<file path="config.mk">
export PLATFORM = sky130hd
export DESIGN_NAME = rbb_ctrl
export DESIGN_NICKNAME = d
export VERILOG_FILES = /design/src/hw/rtl/assert_macros.svh /design/src/hw/rtl/rbb_pkg.sv /design/src/hw/rtl/rbb_ctrl.sv
export SDC_FILE = /design/constraint.sdc
export NUM_CORES = 1
export LEC_CHECK = 0
export ABC_AREA = 0
export BUFFER_PORTS_ARGS = -buffer_cell sky130_fd_sc_hd__buf_2
export CAP_MARGIN = 20
export CORE_AREA = 2 2 39 41
export CTS_CLUSTER_SIZE = 16
export DETAILED_ROUTE_END_ITERATION = 10
export DIE_AREA = 0 0 41 43
export GPL_TIMING_DRIVEN = 0
export PLACE_DENSITY_LB_ADDON = 0.1
export SETUP_SLACK_MARGIN = 0.3
export SLEW_MARGIN = 15
export SYNTH_ARGS = -nofsm -noshare
export SYNTH_HDL_FRONTEND = slang
export SYNTH_SLANG_ARGS = --single-unit
</file>
<file path="constraint.sdc">
create_clock -name i_clk -period 3.5 [get_ports i_clk]
set_input_delay 0.525 -clock i_clk [delete_from_list [all_inputs] [get_ports i_clk]]
set_output_delay 0.525 -clock i_clk [all_outputs]
set_load 0.1 [all_outputs]
</file>
<file path="src/hw/rtl/assert_macros.svh">
// ---------------------------------------------------------------------------
// Assertion macros
// Clocked assertion shorthands; they expand to nothing under synthesis.
// ---------------------------------------------------------------------------
`ifndef ASSERT_MACROS_SVH
`define ASSERT_MACROS_SVH

`ifndef SYNTHESIS

`define ASSERT_HOLDS(lbl, clk, rst_n, expr) \
    lbl: assert property (@(posedge clk) disable iff (!rst_n) (expr)) \
        else $error("assertion failed");

`define ASSERT_IMPLIES(lbl, clk, rst_n, ante, cons) \
    lbl: assert property (@(posedge clk) disable iff (!rst_n) (ante) |-> (cons)) \
        else $error("assertion failed");

`define ASSERT_NEXT(lbl, clk, rst_n, ante, cons) \
    lbl: assert property (@(posedge clk) disable iff (!rst_n) (ante) |=> (cons)) \
        else $error("assertion failed");

`else

`define ASSERT_HOLDS(lbl, clk, rst_n, expr)
`define ASSERT_IMPLIES(lbl, clk, rst_n, ante, cons)
`define ASSERT_NEXT(lbl, clk, rst_n, ante, cons)

`endif

`endif

</file>
<file path="src/hw/rtl/rbb_pkg.sv">
// ---------------------------------------------------------------------------
// Reassembly byte buffer package
// Field widths, operation codes and the controller/datapath interface types.
// ---------------------------------------------------------------------------
`timescale 1ns / 1ps
`default_nettype none

package rbb_pkg;

    localparam int OP_W        = 2;
    localparam int POS_W       = 16;
    localparam int LEN_W       = 7;
    localparam int BYTE_W      = 8;
    localparam int FOUND_W     = 10;
    localparam int IN_TDATA_W  = 32;
    localparam int OUT_TDATA_W = 24;
    // width of the reciprocal used to reduce a position modulo the depth
    localparam int MUL_W       = 32;

    typedef logic [OP_W-1:0] t_op;

    localparam t_op OP_WRITE = 2'd0;
    localparam t_op OP_READ  = 2'd1;
    localparam t_op OP_CHECK = 2'd2;
    localparam t_op OP_FIND  = 2'd3;

    typedef struct packed {
        logic in_ready;
        logic slot_ld;
        logic rd_en;
        logic step;
        logic clr;
        logic vld_we;
        logic vld_wd;
        logic byte_we;
        logic emit;
        logic res_ok;
        logic res_use_byte;
        logic res_found;
        logic res_last;
    } t_rbb_cmd;

    typedef struct packed {
        logic in_fire;
        t_op  op;
        logic left_zero;
        logic left_one;
        logic vld;
        logic out_free;
        logic clr_last;
    } t_rbb_status;

endpackage

`default_nettype wire

</file>
<file path="src/hw/rtl/rbb_ctrl.sv">
// ---------------------------------------------------------------------------
// Reassembly byte buffer controller
// Sequences the clearing sweep and each operation, one slot at a time.
// ---------------------------------------------------------------------------
`timescale 1ns / 1ps
`default_nettype none

module rbb_ctrl
    import rbb_pkg::*;
(
    input  wire logic        i_clk,
    input  wire logic        i_rst_n,
    input  wire t_rbb_status i_st,
    output t_rbb_cmd         o_cmd
);

    localparam logic [2:0] ST_CLR  = 3'd0;
    localparam logic [2:0] ST_IDLE = 3'd1;
    localparam logic [2:0] ST_SLOT = 3'd2;
    localparam logic [2:0] ST_RSEL = 3'd3;
    localparam logic [2:0] ST_RDAT = 3'd4;

    logic [2:0] r_state, n_state;

    always_ff @(posedge i_clk) begin
        if (!i_rst_n) begin
            r_state <= ST_CLR;
        end else begin
            r_state <= n_state;
        end
    end

    always_comb begin
        o_cmd   = '0;
        n_state = r_state;
        unique case (r_state)
            ST_CLR: begin
                o_cmd.clr = 1'b1;
                if (i_st.clr_last) begin
                    n_state = ST_IDLE;
                end
            end
            ST_IDLE: begin
                o_cmd.in_ready = 1'b1;
                if (i_st.in_fire) begin
                    n_state = ST_SLOT;
                end
            end
            ST_SLOT: begin
                o_cmd.slot_ld = 1'b1;
                n_state       = ST_RSEL;
            end
            ST_RSEL: begin
                if (i_st.left_zero && i_st.op == OP_READ) begin
                    n_state = ST_IDLE;
                end else if (i_st.left_zero && i_st.op == OP_CHECK) begin
                    // empty run counts as all valid
                    if (i_st.out_free) begin
                        o_cmd.emit     = 1'b1;
                        o_cmd.res_ok   = 1'b1;
                        o_cmd.res_last = 1'b1;
                        n_state        = ST_IDLE;
                    end
                end else begin
                    o_cmd.rd_en = 1'b1;
                    n_state     = ST_RDAT;
                end
            end
            ST_RDAT: begin
                unique case (i_st.op)
                    OP_WRITE: begin
                        if (i_st.out_free) begin
                            o_cmd.emit     = 1'b1;
                            o_cmd.res_ok   = !i_st.vld;
                            o_cmd.res_last = 1'b1;
                            o_cmd.vld_we   = !i_st.vld;
                            o_cmd.vld_wd   = 1'b1;
                            o_cmd.byte_we  = !i_st.vld;
                            n_state        = ST_IDLE;
                        end
                    end
                    OP_READ: begin
                        if (i_st.out_free) begin
                            o_cmd.emit         = 1'b1;
                            o_cmd.res_ok       = i_st.vld;
                            o_cmd.res_use_byte = 1'b1;
                            o_cmd.res_last     = i_st.left_one;
                            o_cmd.vld_we       = 1'b1;
                            o_cmd.step         = 1'b1;
                            n_state = i_st.left_one ? ST_IDLE : ST_RSEL;
                        end
                    end
                    OP_CHECK: begin
                        if (!i_st.vld || i_st.left_one) begin
                            if (i_st.out_free) begin
                                o_cmd.emit     = 1'b1;
                                o_cmd.res_ok   = i_st.vld;
                                o_cmd.res_last = 1'b1;
                                n_state        = ST_IDLE;
                            end
                        end else begin
                            o_cmd.step = 1'b1;
                            n_state    = ST_RSEL;
                        end
                    end
                    OP_FIND: begin
                        if (!i_st.vld || i_st.left_one) begin
                            if (i_st.out_free) begin
                                o_cmd.emit      = 1'b1;
                                o_cmd.res_ok    = !i_st.vld;
                                o_cmd.res_found = !i_st.vld;
                                o_cmd.res_last  = 1'b1;
                                n_state         = ST_IDLE;
                            end
                        end else begin
                            o_cmd.step = 1'b1;
                            n_state    = ST_RSEL;
                        end
                    end
                endcase
            end
            default: begin
                n_state = ST_IDLE;
            end
        endcase
    end

endmodule

`default_nettype wire

</file>
==> impl_metrics.toml, run 1 <==
[floorplanning]
core-area_sq_um = 1380
die_area_sq_um = 1760
rows = 14
initial_core_util_pct = 37.3
fp.dieW_um = 41
dieHeight_um = 43
pin_count = 23

[critical_path]
cp.arrival_ps = 1930
critPathMaxStageDelay_ps = 310
crit_slowest_cell = "or2_2"
cp_cell_sequence = "buf_2, inv_1, ha_1, or2_2, a21o_1, o21ai_0, nand2_1, buf_2"
cp_max_fo = 5
crit_family = "buffers and inverters"
crit_required_ps = 2970
cp-start-kind = "primary input"
end_kind = "output pin"
timing_worst_setup_path_type = "primary input to output pin"
crit_buf_inv = 3
crit_path_frequent_cell = "buf_2"

[power]
power.leakage_uw = 0.000375
power.density_nw_per_um2 = 233
total_power_uw = 159
ir_worst_vdd_uv = 216

[clocking]
cts_max_level = 1
numCtsBuffers = 3
cts_buffer_depth = 2
post_cts_buffers = 0
cts.clk_slew.worst_paths_ps = 40
cts-resized-gates = 0
cts_hold_buf = 0
insertion_delay_ps = 230
cts_tree = "built"
clock_sinks = 3
root_buffer = "clkbuf_4"

[yosys]
synth_top_area_share_pct = 17.0
synthDistinctLibCells = 30
avgSynthCellArea_sq_um = 7.06
ys_warn_count = 0
syn_area_sq_um = 515
synth_area_leaders = "ha_1, dfxtp_1, a21oi_1, o21ai_0, nand2_1"
synth_cells = 73
synth_seq_area_share_pct = 11.7
ys.flop_type = "dfxtp_1"
synth_edf_count = 0
synthArstFlopShare_pct = 0
synth_common_cells = "a21oi_1, nand2_1, ha_1, o21ai_0"
syn-num-nets = 90
synth_top_cell_by_area = "ha_1"
synth_seq_cells = 3

[sta]
finalSetupTns_ps = 0
period_minus_slack_ps = 2460
tightest_slew_ps = 488
rsz0062_at_grt = "no"
period_share_pct = 70.2
fmax_mhz = 407
setup_viol = 0
slew_headroom_pct = 67.7
slew_violations = 0
fin_worst_skew_ps = 1.64
finalHoldViolCount = 0

[route]
vias = 622
dr.first_iter.drc_count = 12
first_pass_iters = 4
routed_wl_mm = 1.28
wl_per_cell_um = 11.2
ant_nets = 0
drc = 0
viasPerCell = 5.41

[placed_design]
hpwl_um = 984
place_congestion = 0.822
portBuffers = 22
dp_cells = 111

[flow_run]
maxCapViolCount = 0

[layout]
top_regs = "r_state x3"
largest_register_ffs = 3
diodes = 0
layout.nets = 117
final_cells = 115
multi_input_area_sq_um = 442
syn_to_final_growth_pct = 32.3
regMostFlops = "r_state"
regArea_sq_um = 60.1
final.fill_count = 141
layout-drive-gt1-share_pct = 34.3

[global_route]
grt_pass1_vias = 508
grt_first_pass_wirelength_mm = 2.10
grt_overflow = 0
grt_start_max_net_pins = 11
track_usage_pct = 17.0
antenna_found_initial = 0

[outcome]
status = "finished clean"

[worst_hold_path]
hold_path.class = "primary input to flip-flop"
[cells in the final DEF (no fill, tap or decap)]
master / count
a21bo_2: 1
nor2b_1: 1
and3b_2: 1
and3_1: 3
nand2b_1: 1
dfxtp_1: 3
o21ai_0: 7
or3_1: 1
a21o_1: 1
nor3_1: 1
o22ai_1: 1
or4_1: 1
nand3_1: 2
clkbuf_1: 1
o21ba_2: 1
ha_1: 7
a21oi_1: 8
nor3_2: 1
and2_1: 4
nand3b_1: 1
o311ai_0: 3
or2_2: 1
buf_2: 23
nor3b_2: 1
a31oi_1: 1
nor3b_1: 1
nor2_1: 4
nand2_1: 8
buf_4: 1
or3b_4: 1
clkbuf_4: 3
a211o_1: 1
o22a_1: 1
inv_1: 3
[worst min-delay path: cells and delay by family]
family	cells	cell delay, ps
buffers and inverters	1	110
AO/OA/AOI/OAI	1	50
AND/OR/NAND/NOR	1	80
[kinds of logic after synthesis]
logic type / Yosys count / share of synthesized area, %
simple gates: 33 / 35.9
compound gates: 25 / 30.8
fa+ha+maj: 7 / 17.0
buf+inv: 5 / 4.61
flops: 3 / 11.7
[power by group]
group	leakage, uW	switching (uW)	internal [uW]
clock network	0.0000150	16.9	42.7
registers	0.0000245	2.79	35.8
logic	0.000335	41.2	19.7
[metal layers]
layer  routed length, um  global-route usage (%)  part of all wire, %  up-vias
met1                 628                    25.3                   49      280
met2                 553                    21.6                   43       21
met5                   0                       0                    0        -
met4                  17                    8.67                  1.3        0
li1                    -                       -                    -      319
met3                  84                    4.19                  6.5        2
[path summary, 6_finish.rpt]
check	from	to	slack [ps]	cells past startpoint
setup / recovery	i_st[5]	o_cmd[4]	1040	8
setup reg to reg	r_state[0]	r_state[1]	1960	3
hold reg to reg	r_state[0]	r_state[1]	720	3
hold / removal	i_rst_n	r_state[1]	580	3
[layout make-up]
class / instances / share of cell area (%)
Multi-Input combinational cell: 65 / 64.8
Inverter: 3 / 1.65
Timing Repair Buffer: 22 / 16.1
Tap cell: 16 / 2.94
Buffer: 2 / 1.83
Clock buffer: 4 / 3.85
Sequential cell: 3 / 8.81
[stage by stage]
stage | hold WS [ps] | utilization, % | setup WS [ps] | area, sq um
after floorplan | 613 | - | 327 | 526
after global placement | 728 | 47.4 | 1040 | 656
after detailed placement | 713 | 47.4 | 1040 | 656
after CTS | 578 | 49.3 | 1030 | 682
after global routing | 577 | 49.3 | 908 | 682
final | 583 | 49.3 | 1040 | 682
Note: power is estimated with default switching activity, not from simulation.
==> run 2, diff against run 1 <==
==> constraint.sdc (replaced) <==
create_clock -name i_clk -period 2.4 [get_ports i_clk]
set_input_delay 0.36 -clock i_clk [delete_from_list [all_inputs] [get_ports i_clk]]
set_output_delay 0.36 -clock i_clk [all_outputs]
set_load 0.1 [all_outputs]
==> impl_metrics.toml, run 2 (same netlist as run 1, synthesis figures left out) <==
[sta]
rsz0062_at_grt = "yes"
fmax_mhz = 490
finalHoldViolCount = 0
holdWs_ps = 440
setup_viol = 0
finalSetupTns_ps = 0
period_share_pct = 85.0
period_minus_slack_ps = 2040
slew_headroom_pct = 67.9
tightest_slew_ps = 485
fin_worst_skew_ps = 2.95
slew_violations = 0

[route]
vias = 595
dr.first_iter.drc_count = 8
wl_per_cell_um = 11.3
viasPerCell = 5.17
first_pass_iters = 4
routed_wl_mm = 1.30
ant_nets = 0
drc = 0

[global_route]
grt_first_pass_wirelength_mm = 2.21
grt_pass1_vias = 525
grt_overflow = 0
antenna_found_initial = 0
track_usage_pct = 17.4
grt_start_max_net_pins = 11

[layout]
final_common_cell = "buf_2"
largest_register_ffs = 3
layout.nets = 117
layout-drive-gt1-share_pct = 40.4
diodes = 0
regMostFlops = "r_state"
layout_common_cells = "buf_2, nand2_1, ha_1"
top_regs = "r_state x3"
syn_to_final_growth_pct = 44.4

[power]
power.leakage_uw = 0.000380
ir_worst_vdd_uv = 307
pwr-share-seq_pct = 24.5
switching_power_uw = 88.7
p_sw_share_pct = 38.0
power.density_nw_per_um2 = 313
p_clk_share_pct = 36.5
internal-power_uw = 145
combPwrFrac_pct = 39.1

[clocking]
root_buffer = "clkbuf_4"
numCtsBuffers = 3
post_cts_buffers = 0
cts.clk_slew.worst_paths_ps = 30
cts_buffer_depth = 2
cts_max_level = 1
insertion_delay_ps = 230
cts_tree = "built"
clock_sinks = 3

[critical_path]
timing_worst_setup_path_type = "primary input to output pin"
timing.rr.start = "r_state[0]"
cp_max_fo = 5
critPathLaunch = "i_st[5]"
end_kind = "output pin"
cp.arrival_ps = 1680
crit_required_ps = 2040
cp-start-kind = "primary input"

[floorplanning]
pin_count = 23
dieHeight_um = 43
fp.dieW_um = 41
core-area_sq_um = 1380
rows = 14
die_area_sq_um = 1760
initial_core_util_pct = 37.3

[worst_hold_path]
hold_path.class = "primary input to flip-flop"
hp-start = "i_rst_n"

[outcome]
status = "finished clean"

[placed_design]
place_congestion = 0.818
portBuffers = 22
hpwl_mm = 1.04

[flow_run]
maxCapViolCount = 0
[run 2: timing repair]
item | 4_1_cts | 5_1_grt
hold buffers | 0 | 0
hold endpoints to repair | 0 | 0
setup endpoints to repair | 8 | 8
gates cloned | 0 | 0
gates resized for setup | 9 | 9
[run 2: worst paths after layout]
path,depth (start not counted),slack (ps),endpoint
worst max-delay path,8,360,o_cmd[4]
worst min-delay path,3,440,r_state[2]
worst max register to register,3,800,r_state[1]
worst min register to register,4,770,r_state[1]
[run 2: power groups by stage]
stage / Sequential (uW) / Combinational, uW / Clock, uW
6_report: 57.1 / 91.2 / 85.1
5_1_grt: 57.8 / 100 / 96.5
4_1_cts: 56.7 / 90.4 / 89.4
3_5_place_dp: 57.4 / 89.9 / 0
3_3_place_gp: 57.4 / 89.5 / 0
2_1_floorplan: 56.3 / 67.0 / 0
[run 2: metal layers]
layer,global-route usage (%),vias to the layer above,share of wire [%]
li1,-,319,-
met1,24.9,263,50
met2,25.0,13,46
met3,3.66,0,3.8
met4,6.00,0,0
met5,0,-,0
[run 2: through the flow]
step	setup WS (ps)	power [uW]	cells	area, sq um	utilization, %
after global routing	284	254	115	744	53.8
after floorplan	-18.8	123	73	542	-
after global placement	231	147	111	672	48.6
after detailed placement	224	147	111	672	48.6
after CTS	302	236	115	722	52.2
final	360	233	115	744	53.8
[run 2: worst max-delay path, stage by stage]
cell and delay (ps):
buf_2 120, inv_1 90, ha_1 220, or2_2 320
a21o_1 190, o21ai_1 140, nand2_2 60, buf_6 180
[run 2: cell type report]
type                       count  area [sq um]
fill                         146           639
multi-input combinational     65           464
timing repair buffer          22           150
sequential                     3          60.1
clock buffer                   4          26.3
tap                           16          20.0
buffer                         2          12.5
inverter                       3          11.3
==> run 3, diff against run 2 <==
==> constraint.sdc (replaced) <==
create_clock -name i_clk -period 2.1 [get_ports i_clk]
set_input_delay 0.315 -clock i_clk [delete_from_list [all_inputs] [get_ports i_clk]]
set_output_delay 0.315 -clock i_clk [all_outputs]
set_load 0.1 [all_outputs]
==> impl_metrics.toml, run 3 (same netlist as run 1, synthesis figures left out) <==
[layout]
regMostFlops = "r_state"
layout_common_cells = "buf_2, buf_6, a21oi_1"
layout-drive-gt1-share_pct = 62.1
final_cells = 119
top_regs = "r_state x3"
final_common_cell = "buf_2"
layout.nets = 121
syn_to_final_growth_pct = 93.0
diodes = 0
fin_util_pct = 71.9
largest_register_ffs = 3

[placed_design]
dp_cells = 111
place_congestion = 0.827
hpwl_mm = 1.11
portBuffers = 22

[global_route]
grt_pass1_vias = 567
track_usage_pct = 17.8
antenna_found_initial = 0
grt_overflow = 0
grt_start_max_net_pins = 11
grt_first_pass_wirelength_mm = 2.30

[sta]
slew_headroom_pct = 68.0
finalHoldViolCount = 0
slew_violations = 0
fmax_mhz = 563
tightest_slew_ps = 483
fin_worst_skew_ps = 1.14
setup_viol = 0
rsz0062_at_grt = "yes"
period_minus_slack_ps = 1780
holdWs_ps = 381
period_share_pct = 84.6

[clocking]
insertion_delay_ps = 220
root_buffer = "clkbuf_4"
cts.clk_slew.worst_paths_ps = 30
cts_tree = "built"
cts_max_level = 1
cts_hold_buf = 0
numCtsBuffers = 3
cts_buffer_depth = 2
clock_sinks = 3

[flow_run]
maxCapViolCount = 0

[critical_path]
end_kind = "output pin"
cp_cell_sequence = "buf_12, inv_16, ha_4, or2_4, a21o_1, o21ai_1, nand2_2, buf_12"
cp.arrival_ps = 1460
crit_path_frequent_cell = "buf_12"
timing_worst_setup_path_type = "primary input to output pin"
cp_max_fo = 4
cp-start-kind = "primary input"
crit_required_ps = 1780
crit_slowest_cell = "or2_4"
critPathMaxStageDelay_ps = 250

[power]
ir_worst_vdd_uv = 372
total_power_uw = 303
power.density_nw_per_um2 = 304
pwr-share-seq_pct = 22.5
switching_power_uw = 116
combPwrFrac_pct = 45.7
p_clk_share_pct = 31.8
power.leakage_uw = 0.000431
p_sw_share_pct = 38.2
internal-power_uw = 187

[floorplanning]
dieHeight_um = 43
rows = 14
core-area_sq_um = 1380
die_area_sq_um = 1760
pin_count = 23
fp.dieW_um = 41
initial_core_util_pct = 37.3

[route]
ant_nets = 0
first_pass_iters = 4
drc = 0
viasPerCell = 5.55
wl_per_cell_um = 12.3
vias = 661
dr.first_iter.drc_count = 22
routed_wl_mm = 1.47

[worst_hold_path]
hold_path.class = "primary input to flip-flop"

[outcome]
status = "finished clean"
-- run 3: cell type report --
| cell class | count | area, sq um |
|---|---|---|
| flip-flops and latches | 3 | 62.6 |
| multi-input cells | 65 | 573 |
| clock buffers | 4 | 26.3 |
| plain buffers | 2 | 18.8 |
| repair buffers | 26 | 267 |
| fillers | 106 | 389 |
| well taps | 16 | 20.0 |
| inverters | 3 | 27.5 |
-- run 3: final timing paths --
check                   from          to  slack (ps)  depth (start not counted)
setup reg to reg  r_state[0]  r_state[1]         520                          3
setup / recovery     i_st[5]    o_cmd[4]         320                          8
hold reg to reg   r_state[1]  r_state[2]         730                          3
hold / removal       i_rst_n  r_state[1]         380                          3
-- run 3: metrics by stage --
stage	setup WS, ps	area, sq um	setup TNS [ps]
2_1_floorplan	253	649	0
3_3_place_gp	-17.3	779	-23.1
3_5_place_dp	-16.0	779	-16.0
4_1_cts	285	907	0
5_1_grt	295	995	0
6_report	323	995	0
-- run 3: power by group through the flow --
stage	registers [uW]	clock network (uW)	logic (uW)
CTS	68.3	101	127
global placement	67.9	0	119
floorplan	66.5	0	89.4
global route	68.8	102	149
detailed placement	68.0	0	121
finish	68.2	96.2	138
-- run 3: repair_timing --
| item | in CTS | in global routing |
|---|---|---|
| cloned | 0 | 0 |
| setup buffers | 0 | 4 |
| pin swaps | 0 | 6 |
| resized for setup | 34 | 17 |
| setup endpoints to repair | 10 | 9 |
-- run 3: layer usage --
layer	track usage, %	vias up	part of all wire [%]	wire, um
met5	0	-	0	0
li1	-	333	-	-
met1	24.8	307	46	675
met2	29.1	21	50	731
met3	0.524	0	4.3	63
met4	4.00	0	0	0
-- run 3: critical path, delay by kind of cell --
| family | cells | cell delay, ps |
|---|---|---|
| AO/OA/AOI/OAI | 2 | 360 |
| AND/OR/NAND/NOR | 2 | 340 |
| buffers and inverters | 3 | 320 |
| adder cells (fa/ha/maj) | 1 | 150 |
